<file path="src/rtl/led_timed_action_controller_core_defines.svh">
// Assertion macros shared by the LED controller RTL.
// Each macro evaluates on the rising edge of clk and is disabled during rst.
`ifndef LED_TIMED_ACTION_CONTROLLER_CORE_DEFINES_SVH
`define LED_TIMED_ACTION_CONTROLLER_CORE_DEFINES_SVH

`ifndef SYNTHESIS

// Same-cycle implication.
`define LTAC_ASSERT_IMP(label, ante, cons) \
  label: assert property (@(posedge clk) disable iff (rst) (ante) |-> (cons)) \
    else $error("ltac assertion failed");

// Next-cycle implication.
`define LTAC_ASSERT_NXT(label, ante, cons) \
  label: assert property (@(posedge clk) disable iff (rst) (ante) |=> (cons)) \
    else $error("ltac assertion failed");

`else

`define LTAC_ASSERT_IMP(label, ante, cons)
`define LTAC_ASSERT_NXT(label, ante, cons)

`endif

`endif

</file>
<file path="src/rtl/ltac_pkg.sv">
`default_nettype none

package ltac_pkg;

  // Width of the fixed input fields
  localparam int OP_W      = 3;
  localparam int IN_TIME_W = 24;
  localparam int EXT_W     = 32;

  // Command codes
  localparam logic [OP_W-1:0] OP_TICK   = 3'd0;
  localparam logic [OP_W-1:0] OP_SET    = 3'd1;
  localparam logic [OP_W-1:0] OP_TOGGLE = 3'd2;
  localparam logic [OP_W-1:0] OP_BLINK  = 3'd3;
  localparam logic [OP_W-1:0] OP_STOP   = 3'd4;

  // Per-slot action codes
  localparam logic [1:0] ACT_NONE  = 2'd0;
  localparam logic [1:0] ACT_ON    = 2'd1;
  localparam logic [1:0] ACT_OFF   = 2'd2;
  localparam logic [1:0] ACT_BLINK = 2'd3;

  // Per-channel control flags stored with the timers
  typedef struct packed {
    logic [1:0] act_main;
    logic [1:0] act_temp;
    logic       use_temp;
    logic       delay_on;
  } ltac_flags_t;

  localparam int FLAGS_W = $bits(ltac_flags_t);

  // Command bits handed to the channel update logic
  typedef struct packed {
    logic [OP_W-1:0] op;
    logic            level;
    logic            restore_after;
    logic            cancel_stored;
  } ltac_cmd_t;

endpackage

`default_nettype wire

</file>
<file path="src/rtl/ltac_chan_mem.sv">
`default_nettype none

module ltac_chan_mem
  import ltac_pkg::*;
#(
  parameter int DEPTH  = 8,
  parameter int ADDR_W = 3,
  parameter int DATA_W = 126
) (
  input  wire logic              clk,
  input  wire logic              rst,
  input  wire logic              we,
  input  wire logic [ADDR_W-1:0] waddr,
  input  wire logic [DATA_W-1:0] wdata,
  input  wire logic              re,
  input  wire logic [ADDR_W-1:0] raddr,
  output logic      [DATA_W-1:0] rdata
);

  logic [DATA_W-1:0] mem [DEPTH];
  logic [DEPTH-1:0]  written;
  logic [DATA_W-1:0] rd_q;
  logic              rd_ok;

  // Storage array, one write port and one registered read port
  always_ff @(posedge clk) begin
    if (we) begin
      mem[waddr] <= wdata;
    end
    if (re) begin
      rd_q <= mem[raddr];
    end
  end

  // Entries never written read as the reset value (all zero)
  always_ff @(posedge clk) begin
    if (rst) begin
      written <= '0;
      rd_ok   <= 1'b0;
    end else begin
      if (we) begin
        written[waddr] <= 1'b1;
      end
      if (re) begin
        rd_ok <= written[raddr];
      end
    end
  end

  assign rdata = rd_ok ? rd_q : '0;

endmodule

`default_nettype wire

</file>
<file path="src/rtl/ltac_chan_update.sv">
`default_nettype none

module ltac_chan_update
  import ltac_pkg::*;
#(
  parameter int TIME_BITS = 24
) (
  input  wire ltac_cmd_t             cmd,
  input  wire logic [TIME_BITS-1:0]  dur,
  input  wire logic [TIME_BITS-1:0]  dur_off,
  input  wire logic [TIME_BITS-1:0]  dly,
  input  wire ltac_flags_t           flags_in,
  input  wire logic [TIME_BITS-1:0]  on_main_in,
  input  wire logic [TIME_BITS-1:0]  off_main_in,
  input  wire logic [TIME_BITS-1:0]  on_temp_in,
  input  wire logic [TIME_BITS-1:0]  off_temp_in,
  input  wire logic [TIME_BITS-1:0]  count_in,
  input  wire logic                  pin_in,
  output ltac_flags_t                flags_out,
  output logic      [TIME_BITS-1:0]  on_main_out,
  output logic      [TIME_BITS-1:0]  off_main_out,
  output logic      [TIME_BITS-1:0]  on_temp_out,
  output logic      [TIME_BITS-1:0]  off_temp_out,
  output logic      [TIME_BITS-1:0]  count_out,
  output logic                       pin_out,
  output logic                       running_out
);

  localparam logic [TIME_BITS-1:0] T_ZERO = '0;
  localparam logic [TIME_BITS-1:0] T_ONE  = TIME_BITS'(1);

  logic [1:0]           act_v [2];
  logic [TIME_BITS-1:0] on_v  [2];
  logic [TIME_BITS-1:0] off_v [2];
  logic                 ut_v;
  logic                 dly_v;
  logic [TIME_BITS-1:0] cnt_v;
  logic                 pin_v;
  logic                 lvl_v;
  logic                 stop_req;
  logic                 stop_cancel;
  logic                 restored;

  // One read-modify-write step on a channel entry
  always_comb begin
    act_v[0]    = flags_in.act_main;
    act_v[1]    = flags_in.act_temp;
    on_v[0]     = on_main_in;
    off_v[0]    = off_main_in;
    on_v[1]     = on_temp_in;
    off_v[1]    = off_temp_in;
    ut_v        = flags_in.use_temp;
    dly_v       = flags_in.delay_on;
    cnt_v       = count_in;
    pin_v       = pin_in;
    lvl_v       = cmd.level;
    stop_req    = 1'b0;
    stop_cancel = 1'b0;
    restored    = 1'b0;

    case (cmd.op)
      OP_TICK: begin
        if (act_v[ut_v] != ACT_NONE) begin
          if (cnt_v > T_ONE) begin
            cnt_v = cnt_v - T_ONE;
          end else if (dly_v) begin
            // start delay over: begin the stored action
            dly_v = 1'b0;
            case (act_v[ut_v])
              ACT_ON: begin
                pin_v = 1'b1;
                if (on_v[ut_v] != T_ZERO) cnt_v = on_v[ut_v];
                else stop_req = 1'b1;
              end
              ACT_OFF: begin
                pin_v = 1'b0;
                if (off_v[ut_v] != T_ZERO) cnt_v = off_v[ut_v];
                else stop_req = 1'b1;
              end
              ACT_BLINK: begin
                pin_v = !pin_v;
                cnt_v = pin_v ? on_v[ut_v] : off_v[ut_v];
              end
              default: ;
            endcase
          end else begin
            // timed action ends, or blink phase flips
            case (act_v[ut_v])
              ACT_ON: begin
                pin_v    = 1'b0;
                stop_req = 1'b1;
              end
              ACT_OFF: begin
                pin_v    = 1'b1;
                stop_req = 1'b1;
              end
              ACT_BLINK: begin
                cnt_v = pin_v ? off_v[ut_v] : on_v[ut_v];
                pin_v = !pin_v;
              end
              default: ;
            endcase
          end
        end
      end

      OP_SET, OP_TOGGLE: begin
        if (cmd.op == OP_TOGGLE) lvl_v = !pin_in;
        if (dur == T_ZERO && dly == T_ZERO) begin
          act_v[ut_v] = ACT_NONE;
          pin_v       = lvl_v;
        end else begin
          if (cmd.restore_after) ut_v = 1'b1;
          if (dly != T_ZERO) begin
            dly_v = 1'b1;
            cnt_v = dly;
            if (lvl_v) on_v[ut_v] = dur;
            else off_v[ut_v] = dur;
          end else begin
            dly_v = 1'b0;
            cnt_v = dur;
            pin_v = lvl_v;
          end
          act_v[ut_v] = lvl_v ? ACT_ON : ACT_OFF;
        end
      end

      OP_BLINK: begin
        if (dly == T_ZERO) pin_v = lvl_v;
        if (dur != T_ZERO) begin
          on_v[ut_v]  = dur;
          off_v[ut_v] = (dur_off == T_ZERO) ? dur : dur_off;
          if (dly != T_ZERO) begin
            dly_v = 1'b1;
            cnt_v = dly;
          end else begin
            cnt_v = lvl_v ? dur : off_v[ut_v];
          end
          act_v[ut_v] = ACT_BLINK;
        end
      end

      OP_STOP: begin
        stop_req    = 1'b1;
        stop_cancel = cmd.cancel_stored;
      end

      default: ;
    endcase

    // Stop: from temp, reload main timer unless cancelled; else clear action
    if (stop_req) begin
      if (ut_v) begin
        ut_v     = 1'b0;
        restored = 1'b1;
        if (!stop_cancel) begin
          case (act_v[0])
            ACT_ON:    cnt_v = on_v[0];
            ACT_OFF:   cnt_v = off_v[0];
            ACT_BLINK: cnt_v = pin_v ? off_v[0] : on_v[0];
            default:   ;
          endcase
        end
      end
      if (!restored || stop_cancel) act_v[ut_v] = ACT_NONE;
    end
  end

  assign flags_out.act_main = act_v[0];
  assign flags_out.act_temp = act_v[1];
  assign flags_out.use_temp = ut_v;
  assign flags_out.delay_on = dly_v;
  assign on_main_out        = on_v[0];
  assign off_main_out       = off_v[0];
  assign on_temp_out        = on_v[1];
  assign off_temp_out       = off_v[1];
  assign count_out          = cnt_v;
  assign pin_out            = pin_v;
  assign running_out        = (act_v[ut_v] != ACT_NONE);

endmodule

`default_nettype wire

</file>
<file path="src/rtl/led_timed_action_controller_core.sv">
// LED timed action controller.
// Input channel (in_valid / in_stall) carries one transaction per command or
// tick; output channel (out_valid / out_stall) returns one transaction per
// input: all pin levels plus the addressed channel's running and lit flags.
// Per-channel state (action flags, main and temp on/off times, countdown)
// lives in one single-port-read, single-port-write memory; pins are flops.
// A command reads its entry, updates it and writes it back, then loads the
// output register. A tick sweeps every channel through the memory, one
// read-modify-write per cycle, before its result is loaded.
// The memory read/write ports set this sequence.
// in_stall is high while an item is in progress; a finished result waits in
// the output register while the next item is taken. If the output register
// is still stalled when a new result is ready, the block holds that result
// until the output frees up.
// Reset (rst, synchronous) holds in_stall high, turns all LEDs off and marks
// every channel entry as unwritten, so it reads as idle with zero times.
`default_nettype none

`include "led_timed_action_controller_core_defines.svh"

module led_timed_action_controller_core
  import ltac_pkg::*;
#(
  parameter int CHANNELS  = 8,
  parameter int TIME_BITS = 24
) (
  input  wire logic                 clk,
  input  wire logic                 rst,
  input  wire logic                 in_valid,
  output logic                      in_stall,
  input  wire logic [OP_W-1:0]      op,
  input  wire logic [2:0]           channel,
  input  wire logic                 level,
  input  wire logic [IN_TIME_W-1:0] duration,
  input  wire logic [IN_TIME_W-1:0] duration_off,
  input  wire logic [IN_TIME_W-1:0] start_delay,
  input  wire logic                 restore_after,
  input  wire logic                 cancel_stored,
  output logic                      out_valid,
  input  wire logic                 out_stall,
  output logic      [7:0]           pin_levels,
  output logic                      running,
  output logic                      lit
);

  localparam int CH_W    = (CHANNELS > 1) ? $clog2(CHANNELS) : 1;
  localparam int ENTRY_W = FLAGS_W + 5 * TIME_BITS;
  localparam logic [CH_W-1:0] LAST_CH = CH_W'(CHANNELS - 1);

  localparam logic [1:0] ST_IDLE = 2'd0;
  localparam logic [1:0] ST_RUN  = 2'd1;
  localparam logic [1:0] ST_DONE = 2'd2;

  logic [1:0]           state;
  ltac_cmd_t            cmd_q;
  logic [2:0]           ch_q;
  logic                 ch_ok;
  logic [TIME_BITS-1:0] dur_q;
  logic [TIME_BITS-1:0] doff_q;
  logic [TIME_BITS-1:0] dly_q;
  logic [CH_W-1:0]      idx;
  logic [CHANNELS-1:0]  pins;
  logic                 run_q;
  logic                 lit_q;

  logic                 accept;
  logic                 is_tick;
  logic                 out_free;
  logic [EXT_W-1:0]     dur_ext;
  logic [EXT_W-1:0]     doff_ext;
  logic [EXT_W-1:0]     dly_ext;

  logic                 mem_we;
  logic                 mem_re;
  logic [CH_W-1:0]      mem_raddr;
  logic [ENTRY_W-1:0]   rd_entry;
  logic [ENTRY_W-1:0]   wr_entry;

  ltac_flags_t          rd_flags;
  logic [TIME_BITS-1:0] rd_on0, rd_off0, rd_on1, rd_off1, rd_cnt;
  ltac_flags_t          wr_flags;
  logic [TIME_BITS-1:0] wr_on0, wr_off0, wr_on1, wr_off1, wr_cnt;
  logic                 new_pin;
  logic                 new_run;

  // Handshake and sweep control
  assign accept   = in_valid && !in_stall;
  assign in_stall = rst || (state != ST_IDLE);
  assign is_tick  = (cmd_q.op == OP_TICK);
  assign out_free = !out_valid || !out_stall;

  assign dur_ext  = EXT_W'(duration);
  assign doff_ext = EXT_W'(duration_off);
  assign dly_ext  = EXT_W'(start_delay);

  // Memory port: first read at accept, sweep reads one entry ahead of the write
  assign mem_re    = accept || (state == ST_RUN && is_tick && idx != LAST_CH);
  assign mem_raddr = accept ? ((op == OP_TICK) ? '0 : CH_W'(channel))
                            : idx + 1'b1;
  assign mem_we    = (state == ST_RUN) && (is_tick || ch_ok);

  assign {rd_flags, rd_on0, rd_off0, rd_on1, rd_off1, rd_cnt} = rd_entry;
  assign wr_entry = {wr_flags, wr_on0, wr_off0, wr_on1, wr_off1, wr_cnt};

  ltac_chan_mem #(
    .DEPTH  (CHANNELS),
    .ADDR_W (CH_W),
    .DATA_W (ENTRY_W)
  ) u_mem (
    .clk   (clk),
    .rst   (rst),
    .we    (mem_we),
    .waddr (idx),
    .wdata (wr_entry),
    .re    (mem_re),
    .raddr (mem_raddr),
    .rdata (rd_entry)
  );

  ltac_chan_update #(
    .TIME_BITS (TIME_BITS)
  ) u_update (
    .cmd          (cmd_q),
    .dur          (dur_q),
    .dur_off      (doff_q),
    .dly          (dly_q),
    .flags_in     (rd_flags),
    .on_main_in   (rd_on0),
    .off_main_in  (rd_off0),
    .on_temp_in   (rd_on1),
    .off_temp_in  (rd_off1),
    .count_in     (rd_cnt),
    .pin_in       (pins[idx]),
    .flags_out    (wr_flags),
    .on_main_out  (wr_on0),
    .off_main_out (wr_off0),
    .on_temp_out  (wr_on1),
    .off_temp_out (wr_off1),
    .count_out    (wr_cnt),
    .pin_out      (new_pin),
    .running_out  (new_run)
  );

  // Item capture
  always_ff @(posedge clk) begin
    if (accept) begin
      cmd_q.op            <= op;
      cmd_q.level         <= level;
      cmd_q.restore_after <= restore_after;
      cmd_q.cancel_stored <= cancel_stored;
      ch_q                <= channel;
      dur_q               <= dur_ext[TIME_BITS-1:0];
      doff_q              <= doff_ext[TIME_BITS-1:0];
      dly_q               <= dly_ext[TIME_BITS-1:0];
    end
  end

  // Sequencer, pin register and result flags
  always_ff @(posedge clk) begin
    if (rst) begin
      state <= ST_IDLE;
      pins  <= '0;
      ch_ok <= 1'b0;
      idx   <= '0;
      run_q <= 1'b0;
      lit_q <= 1'b0;
    end else begin
      case (state)
        ST_IDLE: begin
          if (accept) begin
            state <= ST_RUN;
            ch_ok <= (32'(channel) < CHANNELS);
            idx   <= (op == OP_TICK) ? '0 : CH_W'(channel);
            run_q <= 1'b0;
            lit_q <= 1'b0;
          end
        end
        ST_RUN: begin
          if (mem_we) begin
            pins[idx] <= new_pin;
          end
          if (mem_we && ch_ok && idx == CH_W'(ch_q)) begin
            run_q <= new_run;
            lit_q <= new_pin;
          end
          if (!is_tick || idx == LAST_CH) begin
            state <= ST_DONE;
          end else begin
            idx <= idx + 1'b1;
          end
        end
        ST_DONE: begin
          if (out_free) begin
            state <= ST_IDLE;
          end
        end
        default: state <= ST_IDLE;
      endcase
    end
  end

  // Output register
  always_ff @(posedge clk) begin
    if (rst) begin
      out_valid <= 1'b0;
    end else begin
      if (out_valid && !out_stall) begin
        out_valid <= 1'b0;
      end
      if (state == ST_DONE && out_free) begin
        out_valid <= 1'b1;
      end
    end
  end

  always_ff @(posedge clk) begin
    if (state == ST_DONE && out_free) begin
      pin_levels <= 8'(pins);
      running    <= run_q;
      lit        <= lit_q;
    end
  end

  // Checks
  `LTAC_ASSERT_IMP(a_no_rw_same_entry, mem_we && mem_re, idx != mem_raddr)
  `LTAC_ASSERT_NXT(a_accept_starts_run, accept, state == ST_RUN)
  `LTAC_ASSERT_NXT(a_sweep_advances, state == ST_RUN && is_tick && idx != LAST_CH,
                   state == ST_RUN && idx == $past(idx) + 1'b1)
  `LTAC_ASSERT_NXT(a_done_loads_result, state == ST_DONE && out_free, out_valid)

endmodule

`default_nettype wire

</file>
<file path="config.mk">
export PLATFORM = sky130hd
export DESIGN_NAME = led_timed_action_controller_core
export DESIGN_NICKNAME = d
export VERILOG_FILES = /design/src/rtl/ltac_pkg.sv /design/src/rtl/ltac_chan_mem.sv /design/src/rtl/ltac_chan_update.sv /design/src/rtl/led_timed_action_controller_core.sv
export VERILOG_INCLUDE_DIRS = /design/src /design/src/rtl
export SDC_FILE = /design/constraint.sdc
export NUM_CORES = 2
export LEC_CHECK = 0
export BUFFER_PORTS_ARGS = -buffer_cell sky130_fd_sc_hd__buf_2
export CELL_PAD_IN_SITES_DETAIL_PLACEMENT = 1
export CELL_PAD_IN_SITES_GLOBAL_PLACEMENT = 1
export CORE_ASPECT_RATIO = 1.1
export CORE_MARGIN = 4
export CORE_UTILIZATION = 40
export DETAILED_ROUTE_END_ITERATION = 12
export MAX_ROUTING_LAYER = met4
export PLACE_DENSITY = 0.7
export SETUP_SLACK_MARGIN = 0.3
export SLEW_MARGIN = 5
export SYNTH_ARGS = -nofsm -noshare
export SYNTH_HDL_FRONTEND = slang
export SYNTH_HIERARCHICAL = 1
export SYNTH_SLANG_ARGS = --single-unit
export TNS_END_PERCENT = 10
</file>
<file path="constraint.sdc">
create_clock -name clk -period 47.1 [get_ports clk]
set_input_delay 7.065 -clock clk [delete_from_list [all_inputs] [get_ports clk]]
set_output_delay 7.065 -clock clk [all_outputs]
set_load 0.005 [all_outputs]
</file>
# After elaboration in Yosys (flattened, before gate mapping)
# Memories as Yosys holds them, arrays and structs flattened. A register that Yosys moved wholly into a read port is not among the register bits.
# Cells that the tools add are included.
# totals
ff_bits,117
latchBits,0
mem_count,1
output_inout_bits,12
word_cells,239
ram_bits,1008
inputBits,85
mem_bits_ro,0
# op_classes
reduce_logical,47
magnitude_cmp,11
mul,0
n_eq_ne,20
n_mux,128
n_shift,0
div_mod_pow,0
addsub,2
bitwise_logic,10
# mem_list
memory,words,word_bits,read_ports,rd_clocked_by_memory_dff,write_ports,line_no,rtl
u_mem.mem,8,126,1,1,1,ltac_chan_mem.sv:20,logic [DATA_W-1:0] mem [DEPTH];
# ops
operator,n
$mux W24,28
$mux W48,8
$pmux W24 S3,3
$bwmux W48,4
$pmux W48 S2,2
$mux W126,1
$reduce_bool A24 Y1,4
$logic_not A24 Y1,3
$demux W24 S1,2
$mux W1,40
$mux W2,13
$gt A24 B1 Y1 const B,1
$sub A24 B1 Y24 const B,1
$mux W4,4
$logic_and A1 B1 Y1,13
$mux W3,4
$pmux W1 S3,4
$eq A2 B2 Y1 const B,5
$reduce_bool A2 Y1,5
$reduce_and A3 Y1,3
$and A4 B4 Y4,2
$bwmux W8,1
$ge A2 B2 Y1 const B,4
$lt A3 B4 Y1 const B,2
29 further kinds,61

# Longest topological paths before layout
# depth
ltp_word,28
ltp_mapped,18
ltp_nobuf,13

# Modules after synthesis
# Netlist, hierarchy kept.
# by_module_without_submodules
mod,cells_each,instances,area_per_inst_um2,seq_area_each_um2
ltac_chan_mem,1763,1,43192.7,34232.8
ltac_chan_update,1075,1,7312.0,0.0
led_timed_action_controller_core,205,1,3808.7,3072.9

# Least setup slack after synthesis
# No wires, ideal clock.
# synth_path
path_type,flip-flop to flip-flop
start,register cmd_q[3] in the netlist's numbering
end,"memory u_mem.mem[0][0], enable pin"
arrival_time_ns,14.228
setup_time_ns,0.968
synth_period_minus_slack_ns,15.195
path_stages_with_launch,5
n_path_buf,0
path_slack_ns,31.905
t_required_ns,46.132
cell_sequence,edfxtp_1 -> nor3_2 -> nor2_1 -> nor2_1 -> nor4b_1
# synth_between
elab_chain_cells,5
# synth_rtl
element,line_no,rtl
from (decl),led_timed_action_controller_core.sv:55,ltac_cmd_t cmd_q;
$logic_not A3 Y1,led_timed_action_controller_core.sv:89,assign is_tick = (cmd_q.op == OP_TICK);
$logic_or A1 B1 Y1,led_timed_action_controller_core.sv:100,assign mem_we = (state == ST_RUN) && (is_tick || ch_ok);
$logic_and A1 B1 Y1,led_timed_action_controller_core.sv:100,
net mem_we,led_timed_action_controller_core.sv:73,logic mem_we;
$mux W1,ltac_chan_mem.sv:27,if (we) begin
$mux W1 (not written as such),ltac_chan_mem.sv:28,mem[waddr] <= wdata;
to (decl),ltac_chan_mem.sv:20,
# The timed path passes the listed nets, and every way through them passes these cells.

# Final worst setup path
# layout_path
start,input port rst
end,output port in_stall
# layout_between
elab_chain_cells,1
# layout_rtl
element,line_no,rtl
from (decl),led_timed_action_controller_core.sv:28,"input wire logic rst,"
$logic_or A1 B1 Y1,led_timed_action_controller_core.sv:88,assign in_stall = rst || (state != ST_IDLE);
to (decl),led_timed_action_controller_core.sv:30,"output logic in_stall,"
# No other way between the ends.

==> results_dict.tcl <==
set metrics [dict create \
    coreArea_sq_mm 0.1346 \
    ys_seq_area_frac 0.6869 \
    drc_errors 0 \
    worstPathArrival_ns 7.82 \
    final-hold-violation-count 0 \
    clk_latency_ns 0.76 \
    syn_area_sq_mm 0.05431 \
    die-width_microns 359.3 \
    place_congestion 0.9736 \
    layout.nets 3237 \
    cts_sinks 1251 \
    final_common_cell "edfxtp_1" \
    grt_util_all_layers 0.2307 \
    grt_overflow 0 \
    antenna_found_initial 5 \
    postCtsHoldBufs 0 \
    placed_area_sq_mm 0.05671 \
    slew_viol_final 0 \
    ys_warn_count 6 \
    synth_edf_count 1225 \
    min_path_cells 0 \
    crit_path_end_kind "output pin" \
    period_share 0.3160 \
    synth.distinct_cells 96 \
    grt_pass1_vias 32238 \
    final_cell_mix "edfxtp_1 (1225), mux4_2 (218), mux2_2 (190)" \
    fin_tns_setup_ns 0 \
    seqCellArea_sq_mm 0.03731 \
    crit_fanout 31 \
    numCtsBuffers 115 \
    maxSlewHeadroom 0.2204 \
    dr.pass1.iters 5 \
    hpwl_mm 98.69 \
    async_flop_share 0 \
    multi_input_area_sq_mm 0.01587 \
    syn2layout_area_growth_pct 11.05 \
    maxCapViolCount 0 \
    layout.cells.non_filler 5023 \
    final_util 0.4481 \
    cp_slowest_cell "or3_1" \
    routed_wl_mm 161.3 \
    p_leak_nw 19.33 \
    post-cts-setup-buffers 0 \
    clock.fmax_ghz 0.06719 \
    cpPeakStageDelay_ns 0.35 \
    final_layout_size_suffix_gt1_frac 0.2503 \
    placed_cells 4814 \
    total_power_mw 2.398 \
    path_cells "buf_2, or3_1, buf_2" \
    hold_path.class "flop to flop" \
    vias 31265 \
    ir_drop_mv 0.03749 \
    hold-worst-slack_ns 0.4649 \
    cts_buffer_depth 3 \
    rsz0062_at_grt "no" \
    synth-main-ff-cell "edfxtp_1" \
    insertedDiodeCount 0 \
    synth_nets 3136 \
    fillers 12764 \
    setup_viol 0 \
    cp.required_ns 40.03 \
    grt_pass1_wl_mm 233.8 \
    postLayoutSetupSlackWorst_ns 32.22 \
    r2r_cells 14 \
    design_area_sq_mm 0.06031 \
    p_per_area_mw_per_mm2 39.76 \
    cts_repair_resize_count 0 \
    die-area_sq_mm 0.1418 \
    drt-initial-drc-count 3767 \
    crit_buf_inv 2 \
    syn_inst 3043 \
    outcome "complete, no violations" \
    routedWlPerCell_microns 32.11 \
    start_util 0.4035 \
    synth_seq_cells 1251 \
    cpMostUsedCell "buf_2" \
    place_ws_ns 32.22 \
    die_height_microns 394.5 \
    pin_count 97 \
    clockRootBuffer "clkbuf_16" \
    clk_pin_slew_ns 0.07 \
    fin_crit_ns 14.88 \
    h-tree-depth 3 \
    num_rows 141 \
    io_buffers 96 \
    path_class "input pin to output pin" \
    start_kind "input pin" \
    vias_per_cell 6.224 \
    path_delay_family "buffers and inverters" \
    syn_area_per_cell_sq_um 17.85 \
    cts_tree "done" \
    fin_skew_ns 0.07177 \
    ant_nets 0 \
    tightest_slew_ns 1.169 \
    crit_cells 3 \
    grt_max_degree 126 \
]
Yosys cell counts, types with 7 or more instances:
library cell / n / area (sq um)
nand4_1: 15 / 93.84
a211oi_1: 18 / 135.1
buf_6: 10 / 112.6
a221oi_1: 14 / 122.6
nor2b_1: 26 / 162.7
nor4_1: 32 / 200.2
inv_1: 19 / 71.32
a21oi_1: 90 / 450.4
mux2_2: 190 / 2140
o21ai_0: 50 / 250.2
clkbuf_1: 117 / 439.2
nand3_1: 31 / 155.2
and2_1: 133 / 832.1
a221o_1: 56 / 560.5
o2111ai_1: 7 / 61.31
a32oi_1: 14 / 122.6
nand2b_1: 19 / 118.9
nor2_1: 135 / 506.7
edfxtp_1: 1225 / 36790
a21o_1: 12 / 90.09
a32o_1: 11 / 110.1
nand2_1: 101 / 379.1
buf_2: 32 / 160.2
mux4_1: 59 / 1550
mux4_2: 218 / 4910
a31oi_1: 36 / 225.2
ha_1: 8 / 100.1
buf_8: 20 / 300.3
a211o_1: 7 / 61.31
mux2i_1: 46 / 460.4
or3_1: 9 / 56.30
o22ai_1: 12 / 75.07
o221ai_1: 8 / 70.07
a22oi_1: 13 / 97.59
dfxtp_1: 26 / 520.5
o211ai_1: 22 / 165.2
nor3_1: 24 / 120.1
and3_1: 8 / 50.05
buf_1: 19 / 71.32
worst register-to-register path, stage by stage (launching register included):
cell      delay [ns]
dfxtp_1         0.82
mux4_2          0.36
nand2_1         0.07
nand2_2         0.11
buf_4           0.55
nor4b_1         0.25
a21oi_2         0.39
nor2_1          0.19
a21o_1          0.21
o221ai_2        0.86
buf_4           0.45
nor3_2          0.19
nor2_2          0.37
buf_4           0.37
mux2i_1         0.83
power by group:
| group | total, mW | leakage, nW | internal (mW) | switching (mW) |
|---|---|---|---|---|
| clock network | 0.895 | 1.72 | 0.488 | 0.407 |
| registers | 1.26 | 11.5 | 1.25 | 0.0123 |
| logic | 0.241 | 6.08 | 0.0934 | 0.147 |
registers in the layout, summed over array words and instances (netlist names):
signal	cells
u_mem/mem	1008
u_mem/rd_q	126
dly_q	24
doff_q	24
dur_q	24
pin_levels	8
pins	8
u_mem/written	8
cmd_q	6
ch_q	3
idx	3
state	2
ch_ok	1
lit	1
lit_q	1
out_valid	1
run_q	1
running	1
u_mem/rd_ok	1
metal layers:
layer | track usage | part of all wire | vias to the layer above
met1 | 0.2984 | 0.39 | 16455
met5 | - | 0 | -
met2 | 0.3694 | 0.48 | 1661
met3 | 0.03612 | 0.081 | 397
met4 | 0.08903 | 0.043 | 0
li1 | - | - | 12752
area by class of cell:
cell class                 count  share of cell area
clock buffer                 150             0.05024
tap                         1787             0.03707
timing repair buffer         190             0.01987
clock inverter                59            0.009418
multi-input combinational   1565              0.2632
sequential                  1251              0.6186
inverter                      21            0.001597
path summary, 6_finish.rpt:
path                            startpoint               to  slack (ns)
worst max-delay path                   rst         in_stall       32.22
worst min-delay path                 lit_q              lit        0.46
worst max register to register      idx[1]  u_mem/mem[0][7]       40.74
worst min register to register       lit_q              lit        0.46
cells by family after synthesis:
logic type | after synthesis | share of synthesized area
xor gates and xnor gates | 6 | 0.0009675
muxes | 514 | 0.1670
buffers and inverters | 227 | 0.02320
and+or+nand+nor | 590 | 0.05923
AOI/OAI and AO/OA | 447 | 0.06089
adders and majority gates | 8 | 0.001843
DFF | 1251 | 0.6869
Power figures use the tool's default switching activity.
